File: config.mk
export PLATFORM = sky130hd
export DESIGN_NAME = zoom_position_to_magnification
export DESIGN_NICKNAME = d
export VERILOG_FILES = /design/src/hdl/zpm_pkg.sv /design/src/hdl/zpm_interp.sv /design/src/hdl/zpm_smooth.sv /design/src/hdl/zoom_position_to_magnification.sv
export SDC_FILE = /design/constraint.sdc
export NUM_CORES = 1
export LEC_CHECK = 0
export ABC_CLOCK_PERIOD_IN_PS = 46900
export BUFFER_PORTS_ARGS = -buffer_cell sky130_fd_sc_hd__buf_4
export CAP_MARGIN = 25
export CORE_ASPECT_RATIO = 0.75
export CORE_MARGIN = 2
export CORE_UTILIZATION = 34
export CTS_BUF_LIST = sky130_fd_sc_hd__clkbuf_4
export CTS_CLUSTER_DIAMETER = 30
export DETAILED_ROUTE_END_ITERATION = 10
export HOLD_SLACK_MARGIN = 0.06
export MAX_ROUTING_LAYER = met4
export PLACE_DENSITY = 0.56
export SLEW_MARGIN = 20
export SYNTH_ARGS = -nofsm -noshare
export SYNTH_HDL_FRONTEND = slang
export SYNTH_SLANG_ARGS = --single-unit
File: constraint.sdc
create_clock -name aclk -period 46.9 [get_ports aclk]
set_clock_uncertainty 0.2 [all_clocks]
set_input_delay 7.035 -clock aclk [delete_from_list [all_inputs] [get_ports aclk]]
set_output_delay 7.035 -clock aclk [all_outputs]
set_load 0.02 [all_outputs]
File: src/hdl/zpm_pkg.sv
// ----------------------------------------------------------------------------
// Zoom magnification package
// Types, breakpoint tables and reciprocal constants shared by the zoom
// position to magnification converter.
// ----------------------------------------------------------------------------
`timescale 1ns / 1ps

package zpm_pkg;

    localparam int POS_W   = 16;
    localparam int SEG_W   = 4;
    localparam int NUM_PTS = 12;
    localparam int OFF_W   = 13;   // widest segment span is 0x2000
    localparam int NUM_W   = 17;   // 12 times the offset
    localparam int MAG_W16 = 16;

    typedef logic [POS_W-1:0]   pos_t;
    typedef logic [SEG_W-1:0]   seg_t;
    typedef logic [MAG_W16-1:0] mag_t;

    localparam pos_t DIGITAL_START = 16'h4000;
    localparam pos_t DIGITAL_END   = 16'h7AC0;
    localparam logic [7:0] MAG_FULL    = 8'd144;
    localparam logic [7:0] OPTICAL_MAX = 8'd12;
    localparam mag_t FIELD_MAX = 16'hFFFF;

    // Span division: q = (num * ceil(2^42 / span)) >> (42 - frac bits).
    // Exact because num * 2^frac * span stays below 2^42.
    localparam int RECIP_SHIFT = 42;
    localparam int RECIP_W     = 36;
    typedef logic [RECIP_W-1:0] recip_t;
    localparam logic [63:0] RECIP_ONE = 64'd1 << RECIP_SHIFT;

    // Divide by five for the smoothing: (x * ceil(2^22 / 5)) >> 22, x < 2^19.
    localparam int SM_SHIFT = 22;
    localparam int SM_ACC_W = 19;
    localparam int DIV5_W   = 20;
    localparam logic [DIV5_W-1:0] DIV5_RECIP = 20'd838861;

    typedef struct packed {
        logic full;      // at or past the end of the digital table
        logic digital;   // digital table in use
        seg_t seg;       // index of the first point above the position, 1..11
    } zpm_seg_t;

    localparam pos_t OPT_PTS [NUM_PTS] = '{
        16'h0000, 16'h1970, 16'h249C, 16'h2B5F, 16'h3020, 16'h33C4,
        16'h36B7, 16'h392F, 16'h3B4D, 16'h3D1E, 16'h3EAD, 16'h4000
    };

    localparam pos_t DIG_PTS [NUM_PTS] = '{
        16'h4000, 16'h6000, 16'h6A80, 16'h7000, 16'h7300, 16'h7540,
        16'h76C0, 16'h7800, 16'h78C0, 16'h7980, 16'h7A00, 16'h7AC0
    };

    // Entry i belongs to the segment that ends at point i; entry 0 is unused.
    localparam recip_t OPT_RECIP [NUM_PTS] = '{
        36'd0,
        recip_t'((RECIP_ONE + 64'd6511) / 64'd6512),
        recip_t'((RECIP_ONE + 64'd2859) / 64'd2860),
        recip_t'((RECIP_ONE + 64'd1730) / 64'd1731),
        recip_t'((RECIP_ONE + 64'd1216) / 64'd1217),
        recip_t'((RECIP_ONE + 64'd931) / 64'd932),
        recip_t'((RECIP_ONE + 64'd754) / 64'd755),
        recip_t'((RECIP_ONE + 64'd631) / 64'd632),
        recip_t'((RECIP_ONE + 64'd541) / 64'd542),
        recip_t'((RECIP_ONE + 64'd464) / 64'd465),
        recip_t'((RECIP_ONE + 64'd398) / 64'd399),
        recip_t'((RECIP_ONE + 64'd338) / 64'd339)
    };

    localparam recip_t DIG_RECIP [NUM_PTS] = '{
        36'd0,
        recip_t'((RECIP_ONE + 64'd8191) / 64'd8192),
        recip_t'((RECIP_ONE + 64'd2687) / 64'd2688),
        recip_t'((RECIP_ONE + 64'd1407) / 64'd1408),
        recip_t'((RECIP_ONE + 64'd767) / 64'd768),
        recip_t'((RECIP_ONE + 64'd575) / 64'd576),
        recip_t'((RECIP_ONE + 64'd383) / 64'd384),
        recip_t'((RECIP_ONE + 64'd319) / 64'd320),
        recip_t'((RECIP_ONE + 64'd191) / 64'd192),
        recip_t'((RECIP_ONE + 64'd191) / 64'd192),
        recip_t'((RECIP_ONE + 64'd127) / 64'd128),
        recip_t'((RECIP_ONE + 64'd191) / 64'd192)
    };

endpackage

File: src/hdl/zpm_interp.sv
// ----------------------------------------------------------------------------
// Zoom segment search and interpolation
// Finds the table segment of a zoom position and computes the fractional
// part of the magnification with one reciprocal multiply.
// ----------------------------------------------------------------------------
`timescale 1ns / 1ps

module zpm_interp #(
    parameter int FRAC_BITS = 8
) (
    input  zpm_pkg::pos_t       pos,
    output zpm_pkg::zpm_seg_t   seg_info,
    output logic [FRAC_BITS+3:0] frac
);
    import zpm_pkg::*;

    localparam int FRAC_W = FRAC_BITS + 4;
    localparam int PROD_W = NUM_W + RECIP_W;
    localparam int Q_LSB  = RECIP_SHIFT - FRAC_BITS;

    logic               full;
    logic               digital;
    seg_t               cnt;
    seg_t               seg;
    pos_t               lo_pt;
    logic [OFF_W-1:0]   off;
    logic [NUM_W-1:0]   num;
    recip_t             recip;
    logic [PROD_W-1:0]  prod;

    always_comb begin
        full    = (pos >= DIGITAL_END);
        digital = (pos >= DIGITAL_START);

        // count the inner points at or below the position
        cnt = '0;
        for (int k = 1; k < NUM_PTS - 1; k++) begin
            if (digital ? (pos >= DIG_PTS[k]) : (pos >= OPT_PTS[k])) begin
                cnt = cnt + SEG_W'(1);
            end
        end
        seg = cnt + SEG_W'(1);

        lo_pt = digital ? DIG_PTS[cnt] : OPT_PTS[cnt];
        off   = OFF_W'(pos - lo_pt);
        num   = digital ? ((NUM_W'(off) << 3) + (NUM_W'(off) << 2)) : NUM_W'(off);
        recip = digital ? DIG_RECIP[seg] : OPT_RECIP[seg];
        prod  = PROD_W'(num) * PROD_W'(recip);
    end

    assign frac     = prod[Q_LSB +: FRAC_W];
    assign seg_info = '{full: full, digital: digital, seg: seg};

endmodule

File: src/hdl/zpm_smooth.sv
// ----------------------------------------------------------------------------
// Magnification smoother
// Holds the smoothed magnification and forms floor((4 * old + new) / 5).
// ----------------------------------------------------------------------------
`timescale 1ns / 1ps

module zpm_smooth (
    input  logic          aclk,
    input  logic          aresetn,
    input  logic          load,
    input  zpm_pkg::mag_t mag,
    output zpm_pkg::mag_t sm_next
);
    import zpm_pkg::*;

    localparam int PROD_W = SM_ACC_W + DIV5_W;

    mag_t                smooth_reg;
    logic [SM_ACC_W-1:0] acc;
    logic [PROD_W-1:0]   prod;

    always_comb begin
        acc     = (SM_ACC_W'(smooth_reg) << 2) + SM_ACC_W'(mag);
        prod    = PROD_W'(acc) * PROD_W'(DIV5_RECIP);
        sm_next = prod[SM_SHIFT +: MAG_W16];
    end

    always_ff @(posedge aclk) begin
        if (!aresetn) begin
            smooth_reg <= '0;
        end else if (load) begin
            smooth_reg <= sm_next;
        end
    end

    // the new value lies between the old one and the new sample
    a_rise_bounded: assert property (@(posedge aclk) disable iff (!aresetn)
        load && (mag >= smooth_reg) |-> (sm_next >= smooth_reg) && (sm_next <= mag))
        else $error("smoothed value left [old, new] on a rising sample");

    a_fall_bounded: assert property (@(posedge aclk) disable iff (!aresetn)
        load && (mag < smooth_reg) |-> (sm_next <= smooth_reg) && (sm_next >= mag))
        else $error("smoothed value left [new, old] on a falling sample");

    a_hold: assert property (@(posedge aclk) disable iff (!aresetn)
        !load |=> smooth_reg == $past(smooth_reg))
        else $error("smoothed state changed without a word");

endmodule

File: src/hdl/zoom_position_to_magnification.sv
// ----------------------------------------------------------------------------
// Zoom position to magnification
// Each zoom position word is converted to a magnification by linear
// interpolation over a 12-point optical table below 0x4000 and a 12-point
// digital table (times 12) above it; positions at or past 0x7AC0 give 144.
// The result and a smoothed copy (0.8 old + 0.2 new, truncated) leave as
// unsigned fixed point with FRAC_BITS fraction bits. One word is taken every
// cycle unless output backpressure holds the input. The result word passes
// through the stage register and then the output register. The segment compare
// bank and the reciprocal multiply for the span sit ahead of the stage register.
// The stage after it adds the segment base, saturates, and updates the
// smoother, whose state feeds back within that stage. Output backpressure
// holds the stage and then the input.
// ----------------------------------------------------------------------------
`timescale 1ns / 1ps

module zoom_position_to_magnification #(
    parameter int FRAC_BITS = 8
) (
    input  logic                 aclk,
    input  logic                 aresetn,
    input  logic                 s_tvalid,
    output logic                 s_tready,
    input  logic [15:0]          s_tdata,   // [15:0] zoom_position
    output logic                 m_tvalid,
    input  logic                 m_tready,
    output logic [31:0]          m_tdata    // [15:0] magnification_now,
                                            // [31:16] magnification_smoothed
);
    import zpm_pkg::*;

    localparam int FRAC_W = FRAC_BITS + 4;
    localparam int MAG_W  = FRAC_BITS + 8;
    localparam int EXT_W  = (MAG_W > MAG_W16) ? MAG_W : MAG_W16;
    localparam logic [EXT_W-1:0] MAG_CAP_W = EXT_W'(MAG_FULL) << FRAC_BITS;
    localparam logic [EXT_W-1:0] DIG_MIN_W = EXT_W'(OPTICAL_MAX) << FRAC_BITS;

    zpm_seg_t              seg_c;
    logic [FRAC_W-1:0]     frac_c;

    logic                  s1_valid_reg, s1_valid_next;
    zpm_seg_t              s1_seg_reg;
    logic [FRAC_W-1:0]     s1_frac_reg;

    logic                  m_tvalid_reg, m_tvalid_next;
    mag_t                  m_mag_reg;
    mag_t                  m_sm_reg;

    logic                  s_accept;
    logic                  out_load;
    logic [7:0]            seg_mag;
    logic [EXT_W-1:0]      mag_wide;
    mag_t                  mag_now;
    mag_t                  sm_next;

    zpm_interp #(
        .FRAC_BITS (FRAC_BITS)
    ) u_interp (
        .pos      (s_tdata),
        .seg_info (seg_c),
        .frac     (frac_c)
    );

    // handshake: stage 1 advances whenever the output register is free
    always_comb begin
        out_load      = s1_valid_reg && (!m_tvalid_reg || m_tready);
        s_tready      = !s1_valid_reg || out_load;
        s_accept      = s_tvalid && s_tready;
        s1_valid_next = s_accept || (s1_valid_reg && !out_load);
        m_tvalid_next = out_load || (m_tvalid_reg && !m_tready);
    end

    always_ff @(posedge aclk) begin
        if (!aresetn) begin
            s1_valid_reg <= 1'b0;
            m_tvalid_reg <= 1'b0;
        end else begin
            s1_valid_reg <= s1_valid_next;
            m_tvalid_reg <= m_tvalid_next;
        end
    end

    always_ff @(posedge aclk) begin
        if (s_accept) begin
            s1_seg_reg  <= seg_c;
            s1_frac_reg <= frac_c;
        end
    end

    // add the segment base (or take full scale at the table end), then clamp to the 16-bit field
    always_comb begin
        seg_mag = s1_seg_reg.digital ? (8'(s1_seg_reg.seg) * OPTICAL_MAX)
                                     : 8'(s1_seg_reg.seg);
        if (s1_seg_reg.full) begin
            mag_wide = MAG_CAP_W;
        end else begin
            mag_wide = (EXT_W'(seg_mag) << FRAC_BITS) + EXT_W'(s1_frac_reg);
        end
        mag_now = (mag_wide > EXT_W'(FIELD_MAX)) ? FIELD_MAX : mag_wide[MAG_W16-1:0];
    end

    zpm_smooth u_smooth (
        .aclk    (aclk),
        .aresetn (aresetn),
        .load    (out_load),
        .mag     (mag_now),
        .sm_next (sm_next)
    );

    always_ff @(posedge aclk) begin
        if (out_load) begin
            m_mag_reg <= mag_now;
            m_sm_reg  <= sm_next;
        end
    end

    assign m_tvalid = m_tvalid_reg;
    assign m_tdata  = {m_sm_reg, m_mag_reg};

    a_mag_capped: assert property (@(posedge aclk) disable iff (!aresetn)
        m_tvalid_reg |-> EXT_W'(m_mag_reg) <= MAG_CAP_W)
        else $error("magnification above full scale");

    a_full_saturates: assert property (@(posedge aclk) disable iff (!aresetn)
        s1_valid_reg && s1_seg_reg.full |-> mag_wide == MAG_CAP_W)
        else $error("end-of-table position did not give full scale");

    a_digital_floor: assert property (@(posedge aclk) disable iff (!aresetn)
        s1_valid_reg && s1_seg_reg.digital |-> mag_wide >= DIG_MIN_W)
        else $error("digital range below optical full scale");

    a_stage_hold: assert property (@(posedge aclk) disable iff (!aresetn)
        s1_valid_reg && !out_load |=> s1_valid_reg && $stable(s1_frac_reg)
            && $stable(s1_seg_reg))
        else $error("stalled stage 1 word changed");

endmodule
# Word-level counts from Yosys, hierarchy flattened
# Memories as Yosys holds them, arrays and structs flattened.
# Index checks and enable logic that the tools add are counted.
[classes]
n_reduce_logical = 12
n_bitwise = 2
order_cmp = 25
n_mux = 34
n_addsub = 14
n_mul = 3
[ops]
columns = ["cell", "count"]
rows = [
  ["greater-or-equal comparator 16 x 15 -> 1 bit, second input constant", 12],
  ["two-way mux 36 bit", 5],
  ["greater-or-equal comparator 16 x 14 -> 1 bit, second input constant", 9],
  ["two-way mux 13 bit", 5],
  ["multiplier 17 x 36 -> 46 bit", 1],
  ["multiplier 19 x 20 -> 38 bit, second input constant", 1],
  ["adder 4 x 1 -> 4 bit, second input constant", 9],
  ["two-way mux 4 bit", 9],
  ["two-way mux 16 bit", 2],
  ["adder 18 x 16 -> 19 bit", 1],
  ["adder 16 x 15 -> 17 bit", 1],
  ["two-way mux 17 bit", 1],
  ["adder 16 x 12 -> 16 bit", 1],
  ["greater-or-equal comparator 16 x 13 -> 1 bit, second input constant", 1],
  ["> comparator 16 bit, second input constant", 1],
  ["subtractor 13 bit", 1],
  ["two-way mux 1 bit", 11],
  ["greater-or-equal comparator 5 bit, second input constant", 2],
  ["inverter 4 -> 5 bit", 2],
  ["two-way mux 8 bit", 1],
  ["multiplier 4 x 2 -> 6 bit, second input constant", 1],
  ["logical AND 1 bit", 4],
  ["zero test 1 bit", 4],
  ["logical OR 1 bit", 4],
  ["adder 1 x 1 -> 2 bit, second input constant", 1],
]
[totals]
rom_bits = 1664
memories = 4
in_bits = 20
reg_bits = 68
[mem_list]
columns = ["memory", "depth", "word_bits", "rd", "rd_clocked_by_memory_dff", "write_ports", "line", "rtl"]
rows = [
  ["(no name shown)", 16, 36, 1, 0, 0, "zpm_interp.sv:47", "recip = digital ? DIG_RECIP[seg] : OPT_RECIP[seg];"],
  ["(no name shown)", 16, 36, 1, 0, 0, "zpm_interp.sv:47", ""],
  ["(no name shown)", 16, 16, 1, 0, 0, "zpm_interp.sv:44", "lo_pt = digital ? DIG_PTS[cnt] : OPT_PTS[cnt];"],
  ["(no name shown)", 16, 16, 1, 0, 0, "zpm_interp.sv:44", ""],
]

# Depth between registers and ports, before layout
[depth]
ltp_word = 30
depth_mapped = 83
mapped_depth_nobuf = 80

# By module
# From an unflattened synthesis, not the netlist that was laid out.
[hier_totals]
hier_cells = 3473
area_unflattened_um2 = 29871.1
[by_module_without_submodules]
columns = ["module", "n_inst", "area_per_inst_um2", "cells_per_inst"]
rows = [
  ["zpm_interp", 1, 21210.3, 2633],
  ["zpm_smooth", 1, 6555.0, 716],
  ["zoom_position_to_magnification", 1, 2105.8, 124],
]

# Least setup slack after synthesis
# Ideal clock, no wire load.
[synth_path]
kind = "in2reg"
from = "input port s_tdata[5]"
to = "register s1_frac_reg[11] (data pin)"
cell_stages = 77
n_path_buf = 3
slack_ps = 22772
t_arrival_ps = 23671
path_cell_list = "buf_2 > a311o_1 > a211oi_1 > nor2_1 > nor2_1 > o21bai_1 > a21o_1 > ha_1 > a211oi_1 > a21oi_1 > ha_1 > nor3b_1 > a211oi_1 > ha_1 > nand2_1 > nand2_1 > ha_1 > a22oi_1 > (+41 left out) > inv_1 > fa_1 > inv_1 > ha_1 > a21o_1 > a21o_1 > a21o_1 > a21o_1 > a221o_1 > or3b_2 > a211oi_1 > nor3_1 > o31a_1 > a21o_1 > a21o_1 > a21oi_1 > o21bai_1 > xnor2_1"
[synth_via]
elab_chain_cells = 30
elab_cells_between_ends = 71
classes_between = "add/sub: 12; mul: 1; order compare: 21; mux: 31; bitwise: 2; memory: 4"
[synth_lines]
columns = ["item", "line", "rtl"]
rows = [
  ["start: declaration", "zoom_position_to_magnification.sv:24", "input logic [15:0] s_tdata,"],
  ["greater-or-equal comparator 16 x 13 -> 1 bit (tied with other cells)", "zpm_interp.sv:38", "if (digital ? (pos >= DIG_PTS[k]) : (pos >= OPT_PTS[k])) begin"],
  ["two-way mux 1 bit (2 in series)", "zpm_interp.sv:38", ""],
  ["adder 1 x 1 -> 2 bit", "zpm_interp.sv:39", "cnt = cnt + SEG_W'(1);"],
  ["two-way mux 4 bit", "zpm_interp.sv:38", ""],
  ["adder 4 x 1 -> 4 bit", "zpm_interp.sv:39", ""],
  ["two-way mux 4 bit", "zpm_interp.sv:38", ""],
  ["adder 4 x 1 -> 4 bit", "zpm_interp.sv:39", ""],
  ["two-way mux 4 bit", "zpm_interp.sv:38", ""],
  ["(+13 left out)", "-", ""],
  ["memory (16 x 16 bit)", "-", ""],
  ["two-way mux 13 bit (not written as such) (2 in series)", "zpm_interp.sv:44", ""],
  ["two-way mux 13 bit", "zpm_interp.sv:44", ""],
  ["subtractor 13 bit", "zpm_interp.sv:45", "off = OFF_W'(pos - lo_pt);"],
  ["adder 16 x 15 -> 17 bit", "zpm_interp.sv:46", "num = digital ? ((NUM_W'(off) << 3) + (NUM_W'(off) << 2)) : NUM_W'(off);"],
  ["two-way mux 17 bit", "zpm_interp.sv:46", ""],
  ["multiplier 17 x 36 -> 46 bit (*)", "zpm_interp.sv:48", "prod = PROD_W'(num) * PROD_W'(recip);"],
  ["named net frac_c[11]", "zoom_position_to_magnification.sv:39", "logic [FRAC_W-1:0] frac_c;"],
  ["end signal: assignment", "zoom_position_to_magnification.sv:86", "s1_frac_reg <= frac_c;"],
  ["end: declaration", "zoom_position_to_magnification.sv:43", "logic [FRAC_W-1:0] s1_frac_reg;"],
]
# Mark *: on every way through the listed nets, which the timed path passes. The rest lies on a longest branch. The select of a mux whose other input is x is not followed.
# A chain may end at the register's enable or synchronous reset.

# Worst setup path after layout
[layout_path]
from = "input port s_tdata[4]"
to = "register s1_frac_reg[11] (data pin)"
# The elaborated chain is that of the path after synthesis.

==> results.md <==
* Asr flop ratio synth at 0
* Least-Margin Pin Slew at 1.01 ns
* Chip height at 257 um
* H-tree level count at 3
* Syn-to-layout area delta at 6.40%
* Design area at 30900 um2
* GPL Wtd Cong at 0.955
* Clk_lat worst skew at 0.52 ns
* Crit-path max cell delay at 0.77 ns
* Num CTS Buffers at 9
* Post-synthesis register bit count at 68
* Crit-path max FO at 27
* Starting Density at 0.344
* Routed Wire Length at 83800 um
* Area post-placement at 30700 um2
* Final setup vio count at 0
* Clock Tree Buf Depth at 2
* Setup TNS Final at 0 ns
* HP Start: u_smooth.smooth_reg[2]$_SDFFE_PN0P_
* Synth Instances at 3379
* Final worst path period need at 26.11 ns
* Synth area leaders: fa_1 (41%), ha_1 (13%), inv_1 (11%)
* Vias in the first global route at 22.5k
* Reg-to-reg endpoint: m_sm_reg[11]$_DFFE_PP_
* Crit-path slowest cell: and2_1
* Slew HR at 0.323
* Reg2reg path depth at 34
* Max-cap viol count at 0
* # IOs at 54
* Crit Reg-Reg Startpoint: s1_seg_reg[5]$_DFFE_PP_
* Post-synth top area share at 0.408
* Vias at 22.0k
* Final hold violation count at 0
* Delay-heaviest family, CP: compound AO/OA/AOI/OAI gates
* Slew Limit Fails at 0
* Drt pass-1 iters at 6
* Cell row count at 92
* Mapped cell area at 29100 um2
* R2R Setup Slk at 36.66 ns
* Drt drc at 0
* Gr usage total at 0.203
* CTS Sinks at 68
* Wire per inst at 18.7 um
* Grt total ovfl at 0
* Max Freq at 0.0383 GHz
* PostCTS Resize Cnt at 0
* Warnings from Yosys at 0
* Postcts setup bufs at 0
* Tcrit/Tclk final at 0.557
* Initial DRC Count at 1790
* Layout cells sized above 1 at 0.0521
* Register area share after synthesis at 0.0641
* Filler cells at 8719
* Largest net degree at the start of global routing at 58
* Worst EP arrival at 26.18 ns
* WHS Endpoint: u_smooth.smooth_reg[2]$_SDFFE_PN0P_
* Bufs and invs on worst path at 5
* Synth cell types at 95
* Most frequent cells in the layout: inv_1 (844), fa_1 (592), nand2_1 (550), ha_1 (297), nor2_1 (124)
* Final net count at 4265
* Final ANT Viol Nets at 0
* Hold_buf cts at 0
* Core Region at 84400 um2
* Multi-input combinational cell area at 23500 um2
* Worst Setup Start Kind: primary input
* RSZ-0062 raised after global routing: no
* Status: finished, final reports clean
* PortBufs at 53
* CTS clk-pin slew, worst paths at 0.13 ns
* Hold Crit Depth at 2
* Initial antenna violation count at 4
* Crit Path Category: in -> reg
* Most common cell after layout, fill and taps aside: inv_1
* Root buf cell: clkbuf_4
* CP dominant cell by count: ha_1
* Via density at 4.90
* Top FF cell, synth: edfxtp_1
* Syn_area_per_cell at 8.60 um2
* Die area at 87800 um2
* Register area at 1860 um2
* Top cell type by total area after synthesis: fa_1
* Dpl hpwl at 68400 um
* CTS tree: yes
* First-pass GRT wire length at 134000 um
* Hold WC Path Type: reg -> reg
* Die Width at 342 um
* WP data required at 46.97 ns
* Number of synthesized flops with an enable pin at 50
* Critical path endpoint category: flip-flop
## Yosys cell counts (11+ instances only)
master	count
nor2b_1	26
and3_1	17
nand3_1	30
xor2_1	24
a21boi_0	16
nand2b_1	16
dfxtp_1	18
a31oi_1	11
or3_1	13
nand2_1	550
clkbuf_1	82
nor2_1	128
inv_1	845
edfxtp_1	50
o211ai_1	14
ha_1	297
fa_1	592
a21o_1	54
a211oi_1	11
o21bai_1	18
xnor2_1	68
buf_2	41
nor3_1	34
and2_1	91
o21ai_0	63
nand4_1	15
a21oi_1	94
## worst max-delay path by stage
stage,startpoint,endpoint,slack [ns],cells after the start
2_1_floorplan,s_tdata[5],s1_frac_reg[11]$_DFFE_PP_,22.77,77
3_3_place_gp,s_tdata[4],s1_frac_reg[11]$_DFFE_PP_,21.02,73
3_5_place_dp,s_tdata[4],s1_frac_reg[11]$_DFFE_PP_,20.58,73
4_1_cts,s_tdata[4],s1_frac_reg[11]$_DFFE_PP_,21.13,73
5_1_grt,s_tdata[4],s1_frac_reg[11]$_DFFE_PP_,19.52,76
6_report,s_tdata[4],s1_frac_reg[11]$_DFFE_PP_,20.79,73
## cells by family (layout without fill, tap and decap cells)
logic type      count (synthesis)  after routing  synth area share
simple gates                  959            959             0.148
xor+xnor                       99             99            0.0330
mux                            11             11           0.00396
flops                          68             68            0.0641
buf+inv                       983            963             0.130
fa+ha+maj                     889            889             0.536
other cells                     2              6          0.000258
compound gates                368            368            0.0855
## per-layer routing
metal  track usage  wire length (um)  up-vias  part of all wire
li1              -                 -    10200                 -
met1         0.302             41100    11000              0.49
met2         0.275             33000      799              0.39
met3        0.0582              8410       66              0.10
met4        0.0316              1300        0             0.015
met5             -                 0        -                 0
## final cells by class
type	instances	area share
multi-input combinational	2330	0.760
inverter	847	0.103
sequential	68	0.0602
tap	1128	0.0457
timing repair buffer	100	0.0245
clock inverter	7	0.00397
clock buffer	9	0.00219
antenna	2	0.000162
## worst reg2reg max path, delay by kind of cell, from the launching register on
kind	cells	cell delay (ns)
compound gates	20	4.37
fa+ha+maj	8	3.57
simple gates	2	0.74
flops	1	0.62
xor+xnor	2	0.37
buf+inv	2	0.16
## stage by stage
stage               hold WS (ns)  worst slack, ns  cells   util
floorplan                  0.240            22.77   3381      -
global placement           0.261            21.02   4472  0.364
detailed placement         0.264            20.58   4472  0.364
CTS                        0.281            21.13   4488  0.366
global route               0.302            19.52   4490  0.366
finish                     0.281            20.79   4491  0.366
Power is not shown: default switching activity piles up to over one toggle a cycle in this logic, so the estimate is an artifact.
